--- src/hdl/stp_pkg.sv ---
// stp_pkg: shared types and constants for the half-step out-and-back sequencer
// holds the transfer payload structs, operation and direction codes, coil table
// no dependencies
package stp_pkg;

    localparam int unsigned FIELD_W = 24;
    localparam int unsigned PHASE_W = 3;
    localparam int unsigned COIL_W  = 4;

    // operation codes
    localparam logic OP_TICK = 1'b0;
    localparam logic OP_MOVE = 1'b1;

    // direction as two-bit signed value
    typedef logic [1:0] t_dir;
    localparam t_dir DIR_ZERO = 2'b00;
    localparam t_dir DIR_FWD  = 2'b01;
    localparam t_dir DIR_REV  = 2'b11;

    // half-step coil patterns, bit3 = A .. bit0 = D
    localparam logic [COIL_W-1:0] HALF_STEP_TABLE [8] = '{
        4'd1, 4'd3, 4'd2, 4'd6, 4'd4, 4'd12, 4'd8, 4'd9
    };

    typedef struct packed {
        logic                      operation;
        logic signed [FIELD_W-1:0] revolutions;
    } t_in_item;

    typedef struct packed {
        logic [COIL_W-1:0] coil_pattern;
        logic              busy_res;
        logic              accepted;
    } t_out_item;

endpackage

--- src/hdl/stepper_half_step_out_and_back.sv ---
// stepper_half_step_out_and_back: top level of the half-step out-and-back sequencer
// input register, step_scale register, result register around stp_core
// depends on stp_pkg, stp_core
//
// usage:
//   input channel carries an operation (timer tick or move command) and a signed
//   Q8.16 angle; every transfer yields exactly one result on the output channel
//   with the coil pattern, the busy flag and whether a move was started.
//   the config channel writes step_scale (unsigned Q16.8); it is always ready and
//   should only be written while the block is idle.
// path: an input transfer lands in the input register, then the update and
//   multiply land in the result register.
// throughput: 1 item per cycle while results are taken; the input register
//   refills while a finished result waits; 24x24 multiply + state update is the one stage.
// stall: when the receiver holds ready low, the result register holds; the input
//   register takes one more item, then ready drops until the result moves.
// reset: synchronous active low; coils off, idle, step_scale back to 16.0,
//   both pipeline registers empty.
module stepper_half_step_out_and_back (
    input  logic                        i_clk,
    input  logic                        i_rst_n,
    input  logic                        i_in_valid,
    output logic                        o_in_ready,
    input  stp_pkg::t_in_item           i_in_item,
    output logic                        o_out_valid,
    input  logic                        i_out_ready,
    output stp_pkg::t_out_item          o_out_item,
    input  logic                        i_cfg_valid,
    output logic                        o_cfg_ready,
    input  logic [stp_pkg::FIELD_W-1:0] i_cfg_data
);

    localparam logic [stp_pkg::FIELD_W-1:0] SCALE_RESET = 24'd4096;

    logic                        r_in_valid;
    stp_pkg::t_in_item           r_in_item;
    logic                        r_out_valid;
    stp_pkg::t_out_item          r_out_item;
    logic [stp_pkg::FIELD_W-1:0] r_step_scale;
    logic                        advance;
    logic                        in_xfer;
    stp_pkg::t_out_item          result;

    // pipeline control
    assign advance     = r_in_valid && (!r_out_valid || i_out_ready);
    assign o_in_ready  = !r_in_valid || advance;
    assign in_xfer     = i_in_valid && o_in_ready;
    assign o_cfg_ready = 1'b1;

    stp_core u_core (
        .i_clk        (i_clk),
        .i_rst_n      (i_rst_n),
        .i_fire       (advance),
        .i_item       (r_in_item),
        .i_step_scale (r_step_scale),
        .o_result     (result)
    );

    // input register
    always_ff @(posedge i_clk) begin
        if (!i_rst_n) begin
            r_in_valid <= 1'b0;
        end else if (in_xfer) begin
            r_in_valid <= 1'b1;
        end else if (advance) begin
            r_in_valid <= 1'b0;
        end
    end

    always_ff @(posedge i_clk) begin
        if (in_xfer) begin
            r_in_item <= i_in_item;
        end
    end

    // result register
    always_ff @(posedge i_clk) begin
        if (!i_rst_n) begin
            r_out_valid <= 1'b0;
        end else if (advance) begin
            r_out_valid <= 1'b1;
        end else if (i_out_ready) begin
            r_out_valid <= 1'b0;
        end
    end

    always_ff @(posedge i_clk) begin
        if (advance) begin
            r_out_item <= result;
        end
    end

    // step_scale register
    always_ff @(posedge i_clk) begin
        if (!i_rst_n) begin
            r_step_scale <= SCALE_RESET;
        end else if (i_cfg_valid) begin
            r_step_scale <= i_cfg_data;
        end
    end

    assign o_out_valid = r_out_valid;
    assign o_out_item  = r_out_item;

endmodule

--- src/hdl/stp_core.sv ---
// stp_core: sequencer state and the single-pass update for one item
// depends on stp_pkg
module stp_core (
    input  logic                          i_clk,
    input  logic                          i_rst_n,
    input  logic                          i_fire,
    input  stp_pkg::t_in_item             i_item,
    input  logic [stp_pkg::FIELD_W-1:0]   i_step_scale,
    output stp_pkg::t_out_item            o_result
);

    logic                          r_running,     n_running;
    logic                          r_reverse,     n_reverse;
    logic [stp_pkg::PHASE_W-1:0]   r_phase,       n_phase;
    stp_pkg::t_dir                 r_dir,         n_dir;
    logic [stp_pkg::FIELD_W-1:0]   r_step_target, n_step_target;
    logic [stp_pkg::FIELD_W-1:0]   r_step_done,   n_step_done;
    logic [stp_pkg::COIL_W-1:0]    r_coil,        n_coil;

    logic [stp_pkg::FIELD_W-1:0]   raw;
    logic                          neg;
    logic [stp_pkg::FIELD_W-1:0]   mag;
    logic [2*stp_pkg::FIELD_W-1:0] prod;
    logic [stp_pkg::FIELD_W-1:0]   count;
    logic                          accepted;

    // step count: |revolutions| * scale, integer part of Q24.24
    assign raw   = i_item.revolutions;
    assign neg   = raw[stp_pkg::FIELD_W-1];
    assign mag   = neg ? (stp_pkg::FIELD_W'(0) - raw) : raw;
    assign prod  = (2*stp_pkg::FIELD_W)'(mag) * (2*stp_pkg::FIELD_W)'(i_step_scale);
    assign count = prod[2*stp_pkg::FIELD_W-1:stp_pkg::FIELD_W];

    // next state for the item in the input register
    always_comb begin
        n_running     = r_running;
        n_reverse     = r_reverse;
        n_phase       = r_phase;
        n_dir         = r_dir;
        n_step_target = r_step_target;
        n_step_done   = r_step_done;
        n_coil        = r_coil;
        accepted      = 1'b0;
        if (i_fire) begin
            if (i_item.operation == stp_pkg::OP_MOVE) begin
                if (!r_running) begin
                    n_step_target = count;
                    if (count == '0) begin
                        n_dir = stp_pkg::DIR_ZERO;
                    end else if (neg) begin
                        n_dir = stp_pkg::DIR_REV;
                    end else begin
                        n_dir = stp_pkg::DIR_FWD;
                    end
                    n_step_done = '0;
                    n_phase     = '0;
                    n_reverse   = 1'b0;
                    n_running   = 1'b1;
                    accepted    = 1'b1;
                end
            end else if (r_running) begin
                if (r_step_done <= r_step_target) begin
                    // pass step: drive pattern, move phase by direction mod 8
                    n_coil      = stp_pkg::HALF_STEP_TABLE[r_phase];
                    n_phase     = r_phase + {r_dir[1], r_dir};
                    n_step_done = r_step_done + stp_pkg::FIELD_W'(1);
                end else if (!r_reverse) begin
                    // turnaround
                    n_phase     = '0;
                    n_dir       = ~r_dir + 2'b01;
                    n_step_done = '0;
                    n_reverse   = 1'b1;
                end else begin
                    // end of reverse pass: coils off, back to idle
                    n_coil        = '0;
                    n_running     = 1'b0;
                    n_reverse     = 1'b0;
                    n_phase       = '0;
                    n_dir         = stp_pkg::DIR_ZERO;
                    n_step_target = '0;
                    n_step_done   = '0;
                end
            end
        end
    end

    assign o_result.coil_pattern = n_coil;
    assign o_result.busy_res     = n_running;
    assign o_result.accepted     = accepted;

    // state registers
    always_ff @(posedge i_clk) begin
        if (!i_rst_n) begin
            r_running     <= 1'b0;
            r_reverse     <= 1'b0;
            r_phase       <= '0;
            r_dir         <= stp_pkg::DIR_ZERO;
            r_step_target <= '0;
            r_step_done   <= '0;
            r_coil        <= '0;
        end else begin
            r_running     <= n_running;
            r_reverse     <= n_reverse;
            r_phase       <= n_phase;
            r_dir         <= n_dir;
            r_step_target <= n_step_target;
            r_step_done   <= n_step_done;
            r_coil        <= n_coil;
        end
    end

endmodule

--- config.mk ---
export PLATFORM = sky130hd
export DESIGN_NAME = stepper_half_step_out_and_back
export DESIGN_NICKNAME = d
export VERILOG_FILES = /design/src/hdl/stp_pkg.sv /design/src/hdl/stepper_half_step_out_and_back.sv /design/src/hdl/stp_core.sv
export SDC_FILE = /design/constraint.sdc
export NUM_CORES = 2
export LEC_CHECK = 0
export BUFFER_PORTS_ARGS = -buffer_cell sky130_fd_sc_hd__buf_2
export CAP_MARGIN = 20
export CORE_MARGIN = 5
export CORE_UTILIZATION = 55
export CTS_CLUSTER_SIZE = 10
export DETAILED_ROUTE_END_ITERATION = 6
export PLACE_DENSITY = 0.75
export SYNTH_ARGS = -nofsm -noshare
export SYNTH_HDL_FRONTEND = slang
export SYNTH_SLANG_ARGS = --single-unit
--- constraint.sdc ---
create_clock -name i_clk -period 8.3 [get_ports i_clk]
set_input_delay 0 -clock i_clk [delete_from_list [all_inputs] [get_ports i_clk]]
set_output_delay 0 -clock i_clk [all_outputs]
set_load 0.05 [all_outputs]
# == Word-level counts from Yosys, hierarchy flattened ==
# Memories as Yosys holds them, arrays and structs flattened.
# Index checks and enable logic that the tools add are counted.
# word_totals
reg_bits,116
latch_bits,0
ramBits,0
rom_bits,32
inputBits,54
output_inout_bits,9
wordCells,83
n_memories,1
# op_classes
n_addsub,4
mul,1
div_mod_pow,0
order_cmp,2
eq_ne,2
n_shift,0
n_mux,42
n_bitwise,2
n_reduce_logical,14
# mem_list
name,words,word_bits,read_ports,rd_clocked_by_memory_dff,wr,line,text
(no name shown),8,4,1,0,0,stp_core.sv:64,n_coil = stp_pkg::HALF_STEP_TABLE[r_phase];
# op_table
operator,n
$mux 24,10
$mul 24x24->48,1
$mux 4,7
$add 24x1->24 const B,1
$le 24x24->1,1
$logic_not 24->1,1
$sub 1x24->24 const A,1
$mux 1,14
$mux 2,7
$mux 3,4
$reduce_bool 2->1,4
$reduce_and 5->1,1
$ge 4x4->1 const B,1
$ne 2x2->1 const B,2
$not 3->4,1
$reduce_and 4->1,1
$add 3x3->3,1
$reduce_and 3->1,1
$add 2x1->2 const B,1
$logic_and 1x1->1,2
$logic_not 1->1,2
$logic_or 1x1->1,2
$not 2->2,1

# == Longest topological paths before layout ==
# logic_depth
ltp_word,8
ltp_mapped,35

# == Hierarchy ==
# A second synthesis with hierarchy kept.
# unflattened
cells_unflattened,2709
hier_area_um2,24473.5
# by_module_without_submodules
mod,instances,cells_each,area_per_inst_um2,seq_area_each_um2
stp_core,1,2590,22520.3,1181.1
stepper_half_step_out_and_back,1,119,1953.1,1451.4

# == Worst setup path before layout ==
# Ideal clock, no wire load.
# synth_timing
path_type,flip-flop to flip-flop
from,reg r_in_item[5] (netlist name)
to,reg u_core.r_dir[0]
t_arrival_ns,8.910
required_ns,8.173
path_slack_ns,-0.737
stages_incl_launch_ff,31
path_buffers,2
period_less_slack_ns,9.037
path_cell_list,edfxtp_1 -> or4_1 -> nor4_1 -> nor2b_1 -> nand3_1 -> o41ai_1 -> xnor2_1 -> clkbuf_1 -> nand2_1 -> fa_1 -> fa_1 -> fa_1 -> inv_1 -> fa_1 -> fa_1 -> fa_1 -> inv_1 -> fa_1 -> inv_1 -> ha_1 -> buf_2 -> nand4_1 -> nor4_2 -> o211ai_2 -> a31oi_4 -> a31oi_1 -> xnor2_1 -> or4_1 -> or4b_1 -> nor4_2 -> o22ai_1
# synth_between
elab_chain_cells,7
# synth_lines
item,line,text
from (decl),stepper_half_step_out_and_back.sv:36,stp_pkg::t_in_item r_in_item;
from (signal assigned),stepper_half_step_out_and_back.sv:72,r_in_item <= i_in_item;
$sub 1x24->24,stp_core.sv:30,assign mag = neg ? (stp_pkg::FIELD_W'(0) - raw) : raw;
$mux 24 (*),stp_core.sv:30,
$mul 24x24->48 (*),stp_core.sv:31,assign prod = (2*stp_pkg::FIELD_W)'(mag) * (2*stp_pkg::FIELD_W)'(i_step_scale);
$logic_not 24->1 (*),stp_core.sv:48,if (count == '0) begin
$mux 2 (*),stp_core.sv:48,
$mux 2 (*),stp_core.sv:46,if (!r_running) begin
$mux 2 (*),stp_core.sv:45,if (i_item.operation == stp_pkg::OP_MOVE) begin
to (signal assigned),stp_core.sv:97,r_dir <= stp_pkg::DIR_ZERO;
to (signal assigned),stp_core.sv:105,r_dir <= n_dir;
to (decl),stp_core.sv:15,"stp_pkg::t_dir r_dir, n_dir;"
# Mark *: on every way between the ends. The rest lies on a longest branch, timed or not. The select of a mux whose other input is x is not followed.
# A chain may end at the register's enable or synchronous reset.

# == Worst setup path after layout ==
# Ends and elaborated chain as after synthesis.

==> impl_metrics.csv <==
group,metric,value,unit
sta,rsz0062_at_grt,"yes",
clock_network,clk_latency,0.46,ns
grt,grt_busiest_layer,"met2",
hold_path,worstHoldStart,"i_rst_n",
setup_path,critical_path_arrival,9.72,ns
clock_network,cts_buffer_depth,2,
finish,drive_gt1_share,20.3,%
route,antenna_left,0,
grt,grt-ovfl-total,0,
logic_synthesis,syn-cell-area,0.0246,mm²
setup_path,crit_top_cell,"fa_1",
logic_synthesis,synth_cell_type_count,80,
run_status,violations,"setup timing",
sta,hold_violations,0,
floorplan,io_pins,63,
sta,finalCritPeriodShare,113,%
logic_synthesis,synth_edf_count,31,
setup_path,end_kind,"register",
finish,nets,3800,
setup_path,crit_path_max_incr_delay,0.57,ns
clock_network,cts_max_level,4,
placement,place_congestion,0.960,
grt,use_met3,4.21,%
clock_network,cts-buffers-inserted,17,
floorplan,dieHeight,222,µm
floorplan,die_area,0.0491,mm²
grt,antenna_found_initial,0,
finish,n_antenna_cell,0,
route,drc,0,
sta,fin_ws,-1.10,ns
setup_path,critPathMaxFanout,15,
logic_synthesis,synth_async_sr_flop_share,0,%
grt,grt_pass1_wl,116,mm
grt,grt_pass1_vias,22700,
placement,post_dp_cell_area,0.0277,mm²
logic_synthesis,synth_top_area_share,39.2,%
floorplan,num_rows,77,
logic_synthesis,synth_area_leaders,"fa_1 (39%), ha_1 (10%), inv_1 (9.3%)",
sta,min_period,9.40,ns
finish,nFillCells,3260,
hold_path,hold_path.class,"in2reg",
run_status,outcome,"finished, violations left",
grt,grt_max_degree,41,
logic_synthesis,synthTopCellsByCount,"inv_1 (609), fa_1 (482), and2_1 (338)",
setup_path,path_class,"reg2reg",
logic_synthesis,synth_cells,2740,
placement,dp_cells,3544,
grt,met2_usage,51.1,%
setup_path,reg2reg_depth,31,
setup_path,start_kind,"register",
logic_synthesis,ys_ff_latch,116,
placement,numPortBuffers,61,
sta,setup_violations,20,
finish,fin_cells,3671,
sta,tightestPinTransition,1.10,ns
run,drv_cap,0,
finish,synthToLayoutAreaGrowth,23.0,%
sta,fin_skew,0.0210,ns
grt,grt_util_all_layers,29.1,%
route,first_pass_iters,5,
logic_synthesis,synth_nets,3474,
finish,fin_util,68.4,%
setup_path,reg2reg_slack,-1.10,ns
sta,drv_slew,0,
sta,fmax,106,MHz
clock_network,cts_tree,"yes",
clock_network,clkSlewWorstSetupHoldPaths,0.08,ns
logic_synthesis,yosysMostFrequentCell,"inv_1",
route,vias,20300,
logic_synthesis,synthFlopType,"dfxtp_1",
logic_synthesis,ys_warn_count,0,
logic_synthesis,yosys.area.top_type,"fa_1",
route,wire_per_inst,19.6,µm
hold_path,holdPathStages,2,
floorplan,initial_core_util,55.6,%
route,first_iter_violations,1357,
floorplan,die_x,222,µm
clock_network,root_buffer,"clkbuf_16",
sta,relSlewSlack,26.9,%
route,drt_wl_total,72.0,mm
floorplan,core,0.0443,mm²
logic_synthesis,syn_area_per_cell,8.99,µm²
hold_path,hold_end,"r_step_scale[12]",
route,routed_via_density,5.54,
setup_path,cp_data_required_time,8.62,ns
placement,post-dp-hpwl,54.7,mm
logic_synthesis,yosysSeqAreaShare,10.7,%
setup_path,cp_slowest_cell,"fa_1",
clock_network,clock_sinks,116,
setup_path,r2r_start,"r_in_item[5]",
setup_path,r2r-end,"u_core.r_dir[0]",
grt,grt_use_met1,35.8,%
finish,fin_area,0.0303,mm²
flip-flops by register name (all words and copies together) (netlist names):
signal / cells
u_core.r_step_target: 24
u_core.r_reverse: 1
o_out_valid: 1
u_core.r_coil: 4
u_core.r_step_done: 24
u_core.r_running: 1
r_in_valid: 1
o_out_item: 6
u_core.r_phase: 3
r_in_item: 25
u_core.r_dir: 2
r_step_scale: 24
per-layer routing:
metal,share of wire (%),vias to the layer above,wire length [µm]
met5,0,-,0
met4,5.1,0,3670
met3,6.1,234,4360
met2,51,798,36500
met1,38,10400,27500
li1,-,8952,-
layout by cell type (no fill, tap or decap), types with 9 or more instances in the layout:
master,Yosys,routed
nor2_1,61,59
ha_1,198,178
buf_2,4,61
mux2i_1,27,26
nand3_1,26,21
and3_1,15,13
nor3_1,16,13
a22o_1,20,20
xnor2_4,0,9
xnor2_1,42,17
xor2_1,25,19
dlygate4sd3_1,0,52
o21a_1,13,11
a21oi_2,2,17
nor2b_1,40,39
inv_1,609,589
buf_6,1,17
clkbuf_16,0,17
a21oi_4,0,9
a21oi_1,61,37
and2_4,0,11
and2_1,338,327
edfxtp_1,31,31
xnor2_2,0,18
o21ai_1,5,9
inv_2,0,20
fa_1,482,460
fa_2,0,22
nand2_1,316,310
buf_4,1,290
o21ai_0,35,23
nand4_1,20,20
dfxtp_1,85,85
ha_4,0,19
a21o_1,21,21
buf_12,0,11
worst max-delay path by stage:
stage | slack [ns] | startpoint | end
2_1_floorplan | -0.50 | r_in_item[4] | u_core.r_dir[0]
3_3_place_gp | -0.97 | r_in_item[4] | u_core.r_dir[0]
3_5_place_dp | -1.25 | r_in_item[4] | u_core.r_dir[0]
4_1_cts | -0.87 | r_in_item[4] | u_core.r_dir[1]
5_1_grt | -1.38 | r_in_item[4] | u_core.r_dir[1]
6_report | -1.10 | r_in_item[5] | u_core.r_dir[0]
cells by family (layout without fill, tap and decap cells):
group                      after synthesis  after routing  share of synthesized area [%]
AOI/OAI and AO/OA                      238            238                           6.86
xor gates and xnor gates                67             69                           2.38
adders and majority gates              680            680                           49.2
buffers and inverters                  740           1077                           11.3
DFF                                    116            116                           10.7
muxes                                   29             29                           1.23
other                                    1              1                         0.0152
and+or+nand+nor                        869            869                           18.3
timing repair:
action	4_1_cts	5_1_grt
pin swaps	48	56
setup endpoints to repair	23	26
setup buffers	23	19
gates cloned	2	1
hold endpoints to repair	51	0
hold buffers	52	0
resized for setup	108	113
metrics by stage:
stage | setup slack [ns] | TNS [ns] | hold WS, ns
floorplan | -0.498 | -0.990 | 0.0989
global placement | -0.969 | -4.78 | 0.177
detailed placement | -1.25 | -7.87 | 0.178
CTS | -0.867 | -3.04 | 0.101
global route | -1.38 | -12.52 | 0.125
finish | -1.10 | -6.83 | 0.123
worst max-delay path, delay by kind of cell (launching register included):
family | cells | cell delay [ns]
fa+ha+maj | 8 | 3.61
simple gates | 9 | 2.68
compound gates | 6 | 1.25
buf+inv | 6 | 0.94
flops | 1 | 0.42
xor+xnor | 2 | 0.35
cell type report:
| type | count | area (µm²) | area share, % |
|---|---|---|---|
| Clock inverter | 15 | 170 | 0.561 |
| Tap cell | 592 | 741 | 2.44 |
| Clock buffer | 17 | 425 | 1.40 |
| Sequential cell | 116 | 2630 | 8.68 |
| Multi-Input combinational cell | 1886 | 20600 | 67.8 |
| Timing Repair Buffer | 435 | 3490 | 11.5 |
| Inverter | 610 | 2290 | 7.55 |
Power is not shown: default switching activity piles up to over one toggle a cycle in this logic, so the estimate is an artifact.
